$ cat src/sv/lkv_pkg.sv
// Shared types and constants for the LRU key-value cache.
// Beat structs for both channels, the cell entry record and the shift-mode code.
// No dependencies.
package lkv_pkg;

    localparam int KeyW   = 32;
    localparam int ValW   = 32;
    localparam int CfgW   = 5;

    // capacity_limit after reset
    localparam logic [CfgW-1:0] LimitRst = 5'd16;

    // request mode codes
    localparam logic MODE_GET = 1'b0;
    localparam logic MODE_PUT = 1'b1;

    typedef struct packed {
        logic                   mode;
        logic signed [KeyW-1:0] key;
        logic signed [ValW-1:0] value;
    } in_beat_t;

    typedef struct packed {
        logic                   hit;
        logic signed [ValW-1:0] read_value;
        logic                   evicted;
    } out_beat_t;

    // one slot of the recency chain
    typedef struct packed {
        logic            valid;
        logic [KeyW-1:0] key;
        logic [ValW-1:0] value;
    } entry_t;

    // how the chain moves on one request
    typedef enum logic [1:0] {
        SHIFT_NONE,
        SHIFT_HIT,
        SHIFT_EVICT,
        SHIFT_FILL
    } shift_mode_t;

endpackage

$ cat src/sv/lkv_cell.sv
// One recency position of the LRU chain: holds a valid bit, key and value.
// Compares the request key and takes its neighbor's entry when the chain shifts.
// Depends on lkv_pkg.
module lkv_cell (
    input  logic                        aclk,
    input  logic                        aresetn,
    input  lkv_pkg::shift_mode_t        mode,
    input  logic [lkv_pkg::KeyW-1:0]    req_key,
    input  lkv_pkg::entry_t             prev_entry,
    input  logic                        match_in,
    input  logic [lkv_pkg::ValW-1:0]    rd_in,
    output lkv_pkg::entry_t             entry,
    output logic                        match,
    output logic                        match_out,
    output logic [lkv_pkg::ValW-1:0]    rd_out
);

    logic                     valid_reg;
    logic [lkv_pkg::KeyW-1:0] key_reg;
    logic [lkv_pkg::ValW-1:0] value_reg;
    logic                     shift;

    // compare against the request and fold into the match and read chains
    assign match     = valid_reg && (key_reg == req_key);
    assign match_out = match | match_in;
    assign rd_out    = rd_in | (match ? value_reg : '0);

    assign entry.valid = valid_reg;
    assign entry.key   = key_reg;
    assign entry.value = value_reg;

    // decide whether this position takes its neighbor's entry
    always_comb begin
        case (mode)
            lkv_pkg::SHIFT_HIT:   shift = match_out;
            lkv_pkg::SHIFT_EVICT: shift = valid_reg;
            lkv_pkg::SHIFT_FILL:  shift = prev_entry.valid;
            default:              shift = 1'b0;
        endcase
    end

    // advance the valid bit
    always_ff @(posedge aclk) begin
        if (!aresetn) begin
            valid_reg <= 1'b0;
        end else if (shift) begin
            valid_reg <= prev_entry.valid;
        end
    end

    // advance key and value
    always_ff @(posedge aclk) begin
        if (shift) begin
            key_reg   <= prev_entry.key;
            value_reg <= prev_entry.value;
        end
    end

endmodule

$ cat src/sv/lru_key_value_cache_unit.sv
// Top level of the LRU key-value cache: request/result handshakes, limit register
// and the chain of lkv_cell positions ordered from most to least recent.
// Depends on lkv_pkg and lkv_cell.
//
// Usage:
//   s_valid/s_ready/s_data carry a request beat (mode: get or put, key, value).
//   m_valid/m_ready/m_data carry one result beat per request (hit, read_value,
//   evicted), in request order.
//   cfg_wr_en/cfg_wr_data write capacity_limit; write it only while idle.
// Timing:
//   A request beat is registered on acceptance and resolved once the result register
//   can take it: the parallel key compare, the match chain through the cells and
//   the chain shift all settle combinationally, and the result beat is registered
//   on resolution. One request per cycle is sustained while m_ready is high.
// Stall:
//   When m_ready is low the result register holds, the pending request waits,
//   and s_ready drops once the request register is also full.
// Reset:
//   aresetn (synchronous, active low) empties the cache, drops pending beats
//   and sets capacity_limit to 16.
module lru_key_value_cache_unit #(
    parameter int ENTRIES = 16
) (
    input  logic                         aclk,
    input  logic                         aresetn,
    input  logic                         s_valid,
    output logic                         s_ready,
    input  lkv_pkg::in_beat_t            s_data,
    output logic                         m_valid,
    input  logic                         m_ready,
    output lkv_pkg::out_beat_t           m_data,
    input  logic                         cfg_wr_en,
    input  logic [lkv_pkg::CfgW-1:0]     cfg_wr_data
);

    localparam int CntW = $clog2(ENTRIES + 1);
    localparam int CmpW = (CntW > lkv_pkg::CfgW) ? CntW : lkv_pkg::CfgW;

    logic                        req_valid_reg;
    lkv_pkg::in_beat_t           req_reg;
    logic                        m_valid_reg;
    lkv_pkg::out_beat_t          m_data_reg;
    lkv_pkg::out_beat_t          m_data_next;
    logic [CntW-1:0]             count_reg;
    logic [CntW-1:0]             count_next;
    logic [lkv_pkg::CfgW-1:0]    limit_reg;

    logic                        fire;
    logic                        is_put;
    logic                        any_hit;
    logic                        full;
    logic [CmpW-1:0]             lim_nz;
    logic [CmpW-1:0]             lim_eff;
    lkv_pkg::shift_mode_t        mode_sel;
    lkv_pkg::shift_mode_t        cell_mode;
    lkv_pkg::entry_t             new_entry;

    lkv_pkg::entry_t             cell_entry [ENTRIES];
    logic [ENTRIES-1:0]          cell_match;
    logic [ENTRIES-1:0]          cell_valid;
    logic [ENTRIES:0]            match_chain;
    logic [lkv_pkg::ValW-1:0]    rd_chain [ENTRIES+1];

    // resolve the held request when the result register can take it
    assign fire    = req_valid_reg && (!m_valid_reg || m_ready);
    assign s_ready = !req_valid_reg || fire;
    assign m_valid = m_valid_reg;
    assign m_data  = m_data_reg;

    // effective limit: zero acts as one, saturate at ENTRIES
    assign lim_nz  = (limit_reg == '0) ? CmpW'(1) : CmpW'(limit_reg);
    assign lim_eff = (lim_nz > CmpW'(ENTRIES)) ? CmpW'(ENTRIES) : lim_nz;
    assign full    = CmpW'(count_reg) >= lim_eff;

    assign is_put  = (req_reg.mode == lkv_pkg::MODE_PUT);
    assign any_hit = match_chain[0];

    // pick how the chain moves
    always_comb begin
        if (any_hit) begin
            mode_sel = lkv_pkg::SHIFT_HIT;
        end else if (is_put) begin
            mode_sel = full ? lkv_pkg::SHIFT_EVICT : lkv_pkg::SHIFT_FILL;
        end else begin
            mode_sel = lkv_pkg::SHIFT_NONE;
        end
    end

    assign cell_mode = fire ? mode_sel : lkv_pkg::SHIFT_NONE;

    // entry that lands in the most recent position
    assign new_entry.valid = 1'b1;
    assign new_entry.key   = req_reg.key;
    assign new_entry.value = is_put ? req_reg.value : rd_chain[0];

    // build the result beat
    always_comb begin
        m_data_next.hit        = any_hit;
        m_data_next.read_value = (!is_put && any_hit) ? rd_chain[0] : '0;
        m_data_next.evicted    = is_put && !any_hit && full;
    end

    // grow occupancy on a fill that evicts nothing
    always_comb begin
        count_next = count_reg;
        if (fire && is_put && !any_hit && !full) begin
            count_next = count_reg + CntW'(1);
        end
    end

    // chain ends
    assign match_chain[ENTRIES] = 1'b0;
    assign rd_chain[ENTRIES]    = '0;

    // row of recency cells, position 0 is most recent
    for (genvar i = 0; i < ENTRIES; i++) begin : g_cell
        lkv_pkg::entry_t prev;

        if (i == 0) begin : g_head
            assign prev = new_entry;
        end else begin : g_body
            assign prev = cell_entry[i-1];
        end

        lkv_cell u_cell (
            .aclk       (aclk),
            .aresetn    (aresetn),
            .mode       (cell_mode),
            .req_key    (req_reg.key),
            .prev_entry (prev),
            .match_in   (match_chain[i+1]),
            .rd_in      (rd_chain[i+1]),
            .entry      (cell_entry[i]),
            .match      (cell_match[i]),
            .match_out  (match_chain[i]),
            .rd_out     (rd_chain[i])
        );

        assign cell_valid[i] = cell_entry[i].valid;
    end

    // hold the request beat
    always_ff @(posedge aclk) begin
        if (!aresetn) begin
            req_valid_reg <= 1'b0;
        end else if (s_valid && s_ready) begin
            req_valid_reg <= 1'b1;
        end else if (fire) begin
            req_valid_reg <= 1'b0;
        end
    end

    always_ff @(posedge aclk) begin
        if (s_valid && s_ready) begin
            req_reg <= s_data;
        end
    end

    // hold the result beat until taken
    always_ff @(posedge aclk) begin
        if (!aresetn) begin
            m_valid_reg <= 1'b0;
        end else if (fire) begin
            m_valid_reg <= 1'b1;
        end else if (m_ready) begin
            m_valid_reg <= 1'b0;
        end
    end

    always_ff @(posedge aclk) begin
        if (fire) begin
            m_data_reg <= m_data_next;
        end
    end

    // occupancy and limit register
    always_ff @(posedge aclk) begin
        if (!aresetn) begin
            count_reg <= '0;
            limit_reg <= lkv_pkg::LimitRst;
        end else begin
            count_reg <= count_next;
            if (cfg_wr_en) begin
                limit_reg <= cfg_wr_data;
            end
        end
    end

`ifndef SYNTHESIS
    // occupancy matches the number of valid cells
    a_count_cells: assert property (@(posedge aclk) disable iff (!aresetn)
        $countones(cell_valid) == count_reg)
        else $error("occupancy differs from valid cell count");

    // at most one valid cell matches the request key
    a_single_match: assert property (@(posedge aclk) disable iff (!aresetn)
        $onehot0(cell_match))
        else $error("key present in more than one cell");

    // an eviction keeps occupancy steady
    a_evict_steady: assert property (@(posedge aclk) disable iff (!aresetn)
        (cell_mode == lkv_pkg::SHIFT_EVICT) |=> $stable(count_reg))
        else $error("occupancy moved on eviction");

    // a result beat follows each resolved request
    a_fire_result: assert property (@(posedge aclk) disable iff (!aresetn)
        fire |=> m_valid_reg)
        else $error("resolved request produced no result beat");
`endif

endmodule

$ cat config.mk
export PLATFORM = sky130hd
export DESIGN_NAME = lru_key_value_cache_unit
export DESIGN_NICKNAME = d
export VERILOG_FILES = /design/src/sv/lkv_pkg.sv /design/src/sv/lkv_cell.sv /design/src/sv/lru_key_value_cache_unit.sv
export SDC_FILE = /design/constraint.sdc
export NUM_CORES = 1
export LEC_CHECK = 0
export ABC_AREA = 1
export BUFFER_PORTS_ARGS = -buffer_cell sky130_fd_sc_hd__buf_2
export CAP_MARGIN = 15
export CORE_ASPECT_RATIO = 0.9
export CORE_MARGIN = 2
export CORE_UTILIZATION = 50
export DETAILED_ROUTE_END_ITERATION = 8
export GPL_TIMING_DRIVEN = 0
export HOLD_SLACK_MARGIN = 0.08
export PLACE_DENSITY = 0.66
export REMOVE_ABC_BUFFERS = 1
export SLEW_MARGIN = 10
export SYNTH_ARGS = -nofsm -noshare
export SYNTH_HDL_FRONTEND = slang
export SYNTH_HIERARCHICAL = 1
export SYNTH_SLANG_ARGS = --single-unit
$ cat constraint.sdc
create_clock -name aclk -period 9.01 [get_ports aclk]
set_input_delay 0.4505 -clock aclk [delete_from_list [all_inputs] [get_ports aclk]]
set_output_delay 0.4505 -clock aclk [all_outputs]
set_load 0.01 [all_outputs]
Yosys cells after proc, flatten, opt, wreduce, memory -nomap -nowiden
Index checks and enable logic that the tools add are counted.
{"block": "word_totals", "reg_bits": 1151, "output_inout_bits": 36, "elab_cells": 187, "inputBits": 75}
{"block": "op_classes", "n_lt_le_gt_ge": 2, "add_sub_neg": 1, "n_bitwise": 30, "reduce_logical": 34, "eq_ne": 19, "muxes": 43}
{"operator": "two-way mux 32 bit", "count": 17}
{"operator": "== test 32 bit", "count": 16}
{"operator": "bitwise OR 32 bit", "count": 15}
{"operator": "one-hot mux 1 bit (3 select lines)", "count": 16}
{"operator": "logical AND 1 bit", "count": 24}
{"operator": "bitwise OR 1 bit", "count": 15}
{"operator": "two-way mux 5 bit", "count": 2}
{"operator": "two-way mux 2 bit", "count": 3}
{"operator": "adder 5 x 1 -> 5 bit (second input constant)", "count": 1}
{"operator": "greater-or-equal comparator 5 bit", "count": 1}
{"operator": "greater-than comparator 5 bit (second input constant)", "count": 1}
{"operator": "zero test 1 bit", "count": 5}
{"operator": "zero test 5 bit", "count": 1}
{"operator": "two-way mux 1 bit", "count": 5}
{"operator": "== test 2 bit (second input constant)", "count": 2}
{"operator": "nonzero test 2 bit", "count": 2}
{"operator": "== test 2 x 1 -> 1 bit (second input constant)", "count": 1}
{"operator": "logical OR 1 bit", "count": 2}

Longest topological paths before layout
Gate-level depths: netlist of run 1.
{"block": "logic_depth", "ltp_word": 21, "ltp_mapped": 48, "ltp_nobuf": 48}

By module
The synthesis of run 1 kept the hierarchy.
{"module": "lkv_cell", "instances": 16, "cells_each": 341, "area_per_inst_um2": 3254.4, "seq_area_each_um2": 1941.9}
{"module": "lru_key_value_cache_unit", "instances": 1, "cells_each": 345, "area_per_inst_um2": 4325.4, "seq_area_each_um2": 3213.1}

Least setup slack after synthesis of run 1
OpenSTA, ideal clock, no wires.
{"block": "synth_path", "path_kind": "register to register", "from": "register req_reg, in the netlist g_cell[0].prev[63]", "to": "register g_cell[10].u_cell/key_reg[0] (netlist name), enable pin", "path_slack_ps": 2567, "setup_time_ps": 689, "arrival_ps": 5754, "synth_period_minus_slack_ps": 6443, "t_required_ps": 8321, "path_buffers": 0, "path_stages_with_launch": 42, "cell_sequence": "edfxtp_1 > o21ai_0 > inv_1 > nand4_1 > nor2_2 > nand3_4 > nand2_2 > inv_1 > nand2_2 > inv_1 > nand2_2 > inv_1 > nand2_2 > inv_1 > nand2_2 > inv_1 > nand2_2 > inv_1 > [... 6 more ...] > nand2_2 > inv_1 > nand2_2 > inv_1 > nand2_2 > inv_1 > nand2_2 > inv_1 > nand2_2 > inv_1 > nand2_2 > inv_1 > nand2_2 > inv_1 > a21oi_1 > inv_1 > o211ai_1 > nand2_1"}
{"block": "synth_between", "elab_chain_cells": 21}
{"element": "from (decl)", "line": "lru_key_value_cache_unit.sv:40", "rtl": "lkv_pkg::in_beat_t req_reg;"}
{"element": "from (signal assigned)", "line": "lru_key_value_cache_unit.sv:155", "rtl": "req_reg <= s_data;"}
{"element": "== test 32 bit *", "line": "lkv_cell.sv:24", "rtl": "assign match = valid_reg && (key_reg == req_key);"}
{"element": "logical AND 1 bit *", "line": "lkv_cell.sv:24"}
{"element": "net match_chain[15]", "line": "lru_key_value_cache_unit.sv:61", "rtl": "logic [ENTRIES:0] match_chain;"}
{"element": "bitwise OR 1 bit *", "line": "lkv_cell.sv:25", "rtl": "assign match_out = match | match_in;"}
{"element": "net match_chain[14]", "line": "lru_key_value_cache_unit.sv:61"}
{"element": "bitwise OR 1 bit *", "line": "lkv_cell.sv:25"}
{"element": "net match_chain[13]", "line": "lru_key_value_cache_unit.sv:61"}
{"element": "bitwise OR 1 bit *", "line": "lkv_cell.sv:25"}
{"element": "net match_chain[12]", "line": "lru_key_value_cache_unit.sv:61"}
{"element": "[... 1 more ...]"}
{"element": "net match_chain[11]", "line": "lru_key_value_cache_unit.sv:61"}
{"element": "[... 1 more ...]"}
{"element": "net match_chain[10]", "line": "lru_key_value_cache_unit.sv:61"}
{"element": "[... 1 more ...]"}
{"element": "net match_chain[9]", "line": "lru_key_value_cache_unit.sv:61"}
{"element": "[... 1 more ...]"}
{"element": "net match_chain[8]", "line": "lru_key_value_cache_unit.sv:61"}
{"element": "[... 1 more ...]"}
{"element": "net match_chain[7]", "line": "lru_key_value_cache_unit.sv:61"}
{"element": "[... 1 more ...]"}
{"element": "net match_chain[6]", "line": "lru_key_value_cache_unit.sv:61"}
{"element": "[... 1 more ...]"}
{"element": "net match_chain[5]", "line": "lru_key_value_cache_unit.sv:61"}
{"element": "[... 1 more ...]"}
{"element": "net match_chain[4]", "line": "lru_key_value_cache_unit.sv:61"}
{"element": "[... 1 more ...]"}
{"element": "net match_chain[3]", "line": "lru_key_value_cache_unit.sv:61"}
{"element": "[... 1 more ...]"}
{"element": "net match_chain[2]", "line": "lru_key_value_cache_unit.sv:61"}
{"element": "[... 1 more ...]"}
{"element": "net match_chain[1]", "line": "lru_key_value_cache_unit.sv:61"}
{"element": "bitwise OR 1 bit *", "line": "lkv_cell.sv:25"}
{"element": "net any_hit", "line": "lru_key_value_cache_unit.sv:50", "rtl": "logic any_hit;"}
{"element": "two-way mux 2 bit *", "line": "lru_key_value_cache_unit.sv:80", "rtl": "if (any_hit) begin"}
{"element": "two-way mux 2 bit *", "line": "lru_key_value_cache_unit.sv:89", "rtl": "assign cell_mode = fire ? mode_sel : lkv_pkg::SHIFT_NONE;"}
{"element": "net cell_mode[0]", "line": "lru_key_value_cache_unit.sv:55", "rtl": "lkv_pkg::shift_mode_t cell_mode;"}
{"element": "== test 2 bit or == test 2 x 1 -> 1 bit (tied branches)", "line": "lkv_cell.sv:34", "rtl": "case (mode)"}
{"element": "one-hot mux 1 bit (3 select lines) *", "line": "lkv_cell.sv:34"}
{"element": "net g_cell[10].u_cell.shift", "line": "lkv_cell.sv:21", "rtl": "logic shift;"}
{"element": "to (signal assigned)", "line": "lkv_cell.sv:54", "rtl": "key_reg <= prev_entry.key;"}
{"element": "to (decl)", "line": "lkv_cell.sv:19", "rtl": "logic [lkv_pkg::KeyW-1:0] key_reg;"}
The timed path passes the listed nets; every way through them passes the cells marked *.
A chain may end at the register's enable or synchronous reset.

Worst setup path after layout of run 1
{"block": "layout_path", "from": "register req_reg, in the netlist g_cell[0].prev[41]", "to": "register g_cell[7].u_cell/value_reg[17] (netlist name), enable pin"}
{"block": "layout_between", "elab_chain_cells": 21}
{"element": "== test 32 bit *", "line": "lkv_cell.sv:24"}
{"element": "logical AND 1 bit *", "line": "lkv_cell.sv:24"}
{"element": "net match_chain[15]", "line": "lru_key_value_cache_unit.sv:61"}
{"element": "bitwise OR 1 bit *", "line": "lkv_cell.sv:25"}
{"element": "net match_chain[14]", "line": "lru_key_value_cache_unit.sv:61"}
{"element": "bitwise OR 1 bit *", "line": "lkv_cell.sv:25"}
{"element": "net match_chain[13]", "line": "lru_key_value_cache_unit.sv:61"}
{"element": "bitwise OR 1 bit *", "line": "lkv_cell.sv:25"}
{"element": "net match_chain[12]", "line": "lru_key_value_cache_unit.sv:61"}
{"element": "[... 1 more ...]"}
{"element": "net match_chain[11]", "line": "lru_key_value_cache_unit.sv:61"}
{"element": "[... 1 more ...]"}
{"element": "net match_chain[10]", "line": "lru_key_value_cache_unit.sv:61"}
{"element": "[... 1 more ...]"}
{"element": "net match_chain[9]", "line": "lru_key_value_cache_unit.sv:61"}
{"element": "[... 1 more ...]"}
{"element": "net match_chain[8]", "line": "lru_key_value_cache_unit.sv:61"}
{"element": "[... 1 more ...]"}
{"element": "net match_chain[7]", "line": "lru_key_value_cache_unit.sv:61"}
{"element": "[... 1 more ...]"}
{"element": "net match_chain[6]", "line": "lru_key_value_cache_unit.sv:61"}
{"element": "[... 1 more ...]"}
{"element": "net match_chain[5]", "line": "lru_key_value_cache_unit.sv:61"}
{"element": "[... 1 more ...]"}
{"element": "net match_chain[4]", "line": "lru_key_value_cache_unit.sv:61"}
{"element": "[... 1 more ...]"}
{"element": "net match_chain[3]", "line": "lru_key_value_cache_unit.sv:61"}
{"element": "[... 1 more ...]"}
{"element": "net match_chain[2]", "line": "lru_key_value_cache_unit.sv:61"}
{"element": "[... 1 more ...]"}
{"element": "net match_chain[1]", "line": "lru_key_value_cache_unit.sv:61"}
{"element": "bitwise OR 1 bit *", "line": "lkv_cell.sv:25"}
{"element": "net any_hit", "line": "lru_key_value_cache_unit.sv:50"}
{"element": "two-way mux 2 bit *", "line": "lru_key_value_cache_unit.sv:80"}
{"element": "two-way mux 2 bit *", "line": "lru_key_value_cache_unit.sv:89"}
{"element": "net cell_mode[1]", "line": "lru_key_value_cache_unit.sv:55"}
{"element": "== test 2 bit or == test 2 x 1 -> 1 bit (tied branches)", "line": "lkv_cell.sv:34"}
{"element": "one-hot mux 1 bit (3 select lines) *", "line": "lkv_cell.sv:34"}
{"element": "net g_cell[7].u_cell.shift", "line": "lkv_cell.sv:21"}
{"element": "to (signal assigned)", "line": "lkv_cell.sv:55", "rtl": "value_reg <= prev_entry.value;"}
{"element": "to (decl)", "line": "lkv_cell.sv:20", "rtl": "logic [lkv_pkg::ValW-1:0] value_reg;"}
Marked as above.

==> results of run 1 <==
-- layout make-up --
cell class / instances / area (sq um) / area share, %
inverters: 1489 / 5590 / 9.20
well taps: 1380 / 1730 / 2.84
clock buffers: 167 / 3210 / 5.29
flip-flops and latches: 1151 / 34300 / 56.5
repair buffers: 229 / 2240 / 3.69
multi-input cells: 2543 / 13300 / 21.9
clock inverters: 49 / 387 / 0.637
-- worst register-to-register path, delay by kind of cell (launching register included) --
kind	cells	cell delay (ps)
AOI/OAI and AO/OA	1	440
buffers and inverters	17	1730
DFF	1	900
and+or+nand+nor	25	3780
-- report_power, final --
| part | total, mW | switching (mW) | internal [mW] |
|---|---|---|---|
| Sequential | 6.19 | 0.125 | 6.06 |
| Clock | 4.54 | 1.96 | 2.58 |
| Combinational | 0.707 | 0.417 | 0.289 |
| Total | 11.4 | 2.50 | 8.94 |
-- layout by cell type (no fill, tap or decap), types with 39 or more instances in the layout --
| master | instances |
|---|---|
| nor2_2 | 42 |
| inv_1 | 1454 |
| or2_2 | 65 |
| nand4_1 | 39 |
| nand3_1 | 52 |
| dlygate4sd3_1 | 76 |
| nand2_1 | 1226 |
| buf_2 | 110 |
| xnor2_1 | 80 |
| clkbuf_1 | 44 |
| clkbuf_16 | 130 |
| nor2_1 | 243 |
| clkinv_1 | 42 |
| edfxtp_1 | 1123 |
| o21ai_0 | 53 |
| o21bai_1 | 512 |
| a21oi_1 | 41 |
-- layer usage --
| metal | share of wire, % | vias to the layer above |
|---|---|---|
| met1 | 48 | 14831 |
| met4 | 2.5 | 0 |
| met3 | 4.3 | 162 |
| met5 | 0 | - |
| li1 | - | 16830 |
| met2 | 46 | 651 |
-- what timing repair did --
item,CTS,global route
hold buffers,76,0
endpoints found under the hold margin,72,0
resized for setup,0,0
endpoints found under the setup margin,0,0
-- stage by stage --
stage | std cells | setup TNS [ps] | hold WS, ps
after detailed placement | 6697 | 0 | 432
after floorplan | 5183 | 0 | 426
final | 7008 | 0 | 146
after global routing | 7008 | 0 | 160
after CTS | 6989 | 0 | 101
after global placement | 6673 | -740070 | 426
-- worst min path at each step --
stage               slack, ps                                      start                                   endpoint
finish                    150                                  cfg_wr_en                  limit_reg[2]$_SDFFE_PN0P_
global route              160                                  cfg_wr_en                  limit_reg[2]$_SDFFE_PN0P_
CTS                       100                                  cfg_wr_en                  limit_reg[2]$_SDFFE_PN0P_
detailed placement        430  g_cell[13].u_cell/value_reg[23]$_DFFE_PP_  g_cell[14].u_cell/value_reg[23]$_DFFE_PP_
global placement          430   g_cell[14].u_cell/value_reg[5]$_DFFE_PP_   g_cell[15].u_cell/value_reg[5]$_DFFE_PP_
floorplan                 430     g_cell[9].u_cell/key_reg[17]$_DFFE_PP_    g_cell[10].u_cell/key_reg[17]$_DFFE_PP_
==> reports/metrics.cfg, run 1 <==
[worst_setup_path]
cpMostUsedCell=inv_1
cp-start-kind=flop
reg2regPathDepth=43
r2r-start=g_cell[0].prev[41]$_DFFE_PP_
critPathBufInv=17
critical_path.top_delay_family=simple AND/OR/NAND/NOR gates
crit_required_ps=9310
path_class=reg2reg
cp-end-kind=flop
crit_path_end=g_cell[7].u_cell/value_reg[17]$_DFFE_PP_
cp.depth=43
crit_fanout=64
crit_start=g_cell[0].prev[41]$_DFFE_PP_
slowest_delay_ps=900
r2r_end=g_cell[7].u_cell/value_reg[17]$_DFFE_PP_
cp_data_arrival_time_ps=7580
regToRegSetupSlack_ps=1730
cp_slowest_cell=edfxtp_1

[cells_and_area]
fillers=8353
utilization_pct=57.5
fin_area_sq_um=60700
final_nets=5613
drive_above_1_share_pct=9.33
syn2layout_area_growth_pct=13.8
diodes=0

[status]
status=finished clean

[placement]
hpwl_um=67000
io_buffers=110
gp_congestion=0.786
postPlaceCellArea_sq_um=56000
place_ws_ps=1670

[pwr]
ir_drop_uv=205
p_leak_nw=27.2
powerDensity_nw_per_um2=188
finalPower_mw=11.4

[timing]
timing.slew.headroom_pct=21.8
fmax_mhz=137
fin_ws_ps=1730
rsz0062_at_grt=false
hold_viol_final=0
setup_viol=0
period_minus_slack_ps=7280
min_period_over_period_pct=80.8
tightest_slew_ps=1170
slew_viol_final=0
skew_ps=35.1

[grt]
grt_util_all_layers_pct=18.0
grt_pass1_wl_um=160000
grt_use_met3_pct=2.51
grt_max_degree=65
antenna_found_initial=0
first_global_vias=31938
met2_usage_pct=29.4
top_usage_layer=met2
gr-total-overflow=0
gr-usage-met1_pct=25.2

[logic_synthesis]
synth_area_sq_um=53300
synth_area_per_cell_sq_um=10.2
synthCells=5224
yosysWarnings=6

[route]
vias_per_cell=4.63
drt-pass1-iter-count=5
wl_um=97200
ant_nets=0
first_iter_violations=2190
drc_errors=0
drt-wirelength-per-cell_um=13.9
vias=32474

[hold_path]
min_path_type=in2reg
hold_depth=3

[cts]
cts-root-buf=clkbuf_16
clock_latency_ps=700
path_clk_slew_ps=60
cts_buffers=118
cts_buffer_depth=3
ctsHtreeMaxLevel=3
cts_tree=yes
cts.sinks=1151
cts_setup_buffers=0

[job]
max-cap-violations=0

[floorplan]
core_sq_um=106000
die_w_um=348
start_util_pct=50.5
die_y_um=314
ios=111
rows=113
fp.dieArea_sq_um=109000

Power figures use the tool's default switching activity.
==> run 2: changes to the inputs <==
- ABC_AREA: 1 -> 0
- PLACE_DENSITY: 0.66 -> 0.69
- clock period: 9.01 -> 6.2 ns (I/O delays scaled with it)
==> reports/metrics.cfg, run 2 <==
[status]
status=complete, but fails checks
violations=setup timing

[cts]
cts-root-buf=clkbuf_16
cts_tree=yes
ctsHtreeMaxLevel=3  ; unchanged
cts.sinks=1151  ; unchanged
cts_buffer_depth=3  ; unchanged
path_clk_slew_ps=60  ; about the same
cts_buffers=111  ; -5.9%
clock_latency_ps=700  ; about the same

[logic_synthesis]
synthCells=2940  ; -44%
synth_area_sq_um=48300  ; -9.5%
synth_area_per_cell_sq_um=16.4  ; +61%
yosysWarnings=6  ; unchanged

[worst_setup_path]
cp-start-kind=flop
critPathBufInv=8  ; -9
cp-end-kind=flop
cp_slowest_cell=edfxtp_1
crit_fanout=8  ; -88%
path_class=reg2reg
critical_path.top_delay_family=simple AND/OR/NAND/NOR gates
cpMostUsedCell=or2_4
cp_data_arrival_time_ps=7320  ; -260 ps
slowest_delay_ps=400  ; -500 ps
crit_required_ps=6600  ; -2710 ps

[cells_and_area]
layout_common_cells=edfxtp_1 (1123), a21o_1 (481), xor2_1 (462), clkbuf_16 (118), buf_2 (110)
fin_area_sq_um=60100  ; -0.98%
diodes=0  ; unchanged
final_nets=3611  ; -36%
syn2layout_area_growth_pct=24.5
fillers=6440  ; -23%
utilization_pct=62.6  ; +5.1 points
seqCellArea_sq_um=34300  ; unchanged
drive_above_1_share_pct=24.1  ; +15 points
final_common_cell=edfxtp_1
multiInputGateArea_sq_um=15900  ; +20%

[placement]
io_buffers=110  ; unchanged
gp_congestion=0.766  ; -2.5%
hpwl_um=59800  ; -11%
postPlaceCellArea_sq_um=50500  ; -9.8%
place_ws_ps=-4060  ; -5740 ps

[grt]
antenna_found_initial=0  ; unchanged
gr-total-overflow=0  ; unchanged
grt_util_all_layers_pct=21.3  ; +3.3 points
grt_max_degree=65  ; unchanged
grt_pass1_wl_um=161000  ; +1.0%
first_global_vias=27117  ; -15%

[timing]
hold_viol_final=0  ; unchanged
min_period_over_period_pct=112  ; +31 points
tightest_slew_ps=1230  ; +54.2 ps
skew_ps=36.8  ; +1.65 ps
timing.slew.headroom_pct=17.9  ; -3.9 points
rsz0062_at_grt=true
fin_ws_ps=-718  ; -2450 ps
setup_tns_ps=-607220  ; -607220 ps
fmax_mhz=145  ; +5.2%
setup_viol=1044  ; +1044
period_minus_slack_ps=6920  ; -362 ps
slew_viol_final=0  ; unchanged
hold-worst-slack_ps=320  ; +175 ps

[floorplan]
die_y_um=299  ; -4.8%
die_w_um=332  ; -4.8%
start_util_pct=50.3  ; -0.25 points
core_sq_um=96100  ; -9.0%
rows=108  ; -4.4%
ios=111  ; unchanged
fp.dieArea_sq_um=99100  ; -9.4%

[route]
met3_length_um=14200  ; +240%
vias_per_cell=5.95  ; +28%
first_iter_violations=3539  ; +62%
vias=29093  ; -10%
drt-met1-wl_um=49200  ; +6.3%
wl_um=128000  ; +32%
ant_nets=0  ; unchanged
top_layer_used=met4
drt-wirelength-per-cell_um=26.1  ; +88%
wl_met2_um=59600  ; +35%
drc_errors=0  ; unchanged
drt-pass1-iter-count=8  ; +3

[job]
max-cap-violations=0  ; unchanged

[pwr]
p_leak_nw=23.5  ; -14%
powerDensity_nw_per_um2=295  ; +57%
ir_drop_uv=236  ; +15%

[hold_path]
min_path_type=in2reg

run 2: final cells by class:
cell class / count / share of cell area (%)
tap: 1265 / 2.63
clock buffer: 139 / 4.89
timing repair buffer: 430 / 7.62
clock inverter: 69 / 1.23
multi-input combinational: 1816 / 26.5
inverter: 20 / 0.146
sequential: 1151 / 57.0
run 2: through the flow:
step	power, mW	std cells
2_1_floorplan	10.1	2902
3_3_place_gp	10.4	4277
3_5_place_dp	10.5	4303
4_1_cts	17.4	4755
5_1_grt	18.2	4890
6_report	17.8	4890
run 2: what timing repair did:
item | 4_1_cts | 5_1_grt
setup endpoints to repair | 1079 | 1044
pin swaps | 56 | 45
endpoints found under the hold margin | 72 | 9
setup buffers | 152 | 42
cloned | 13 | 88
gates resized for setup | 125 | 175
hold buffers | 79 | 1
run 2: per-layer routing:
layer / vias up / GRT usage, %
li1: 12732 / -
met1: 14433 / 32.2
met2: 1630 / 31.2
met3: 298 / 5.03
met4: 0 / 5.37
met5: - / 0
run 2: worst paths after layout:
kind                                                 from                                  endpoint  slack, ps  cells after the start
setup reg to reg             g_cell[0].prev[51]$_DFFE_PP_  g_cell[2].u_cell/value_reg[16]$_DFFE_PP_       -720                     31
hold / removal                                 s_data[25]                     req_reg[25]$_DFFE_PP_        320                      2
setup / recovery             g_cell[0].prev[51]$_DFFE_PP_  g_cell[2].u_cell/value_reg[16]$_DFFE_PP_       -720                     31
hold reg to reg   g_cell[4].u_cell/value_reg[4]$_DFFE_PP_   g_cell[5].u_cell/value_reg[4]$_DFFE_PP_        430                      0
run 2: report_power, final:
group	switching, mW	internal [mW]
combinational	0.983	0.694
clock	2.89	3.92
sequential	0.247	9.02
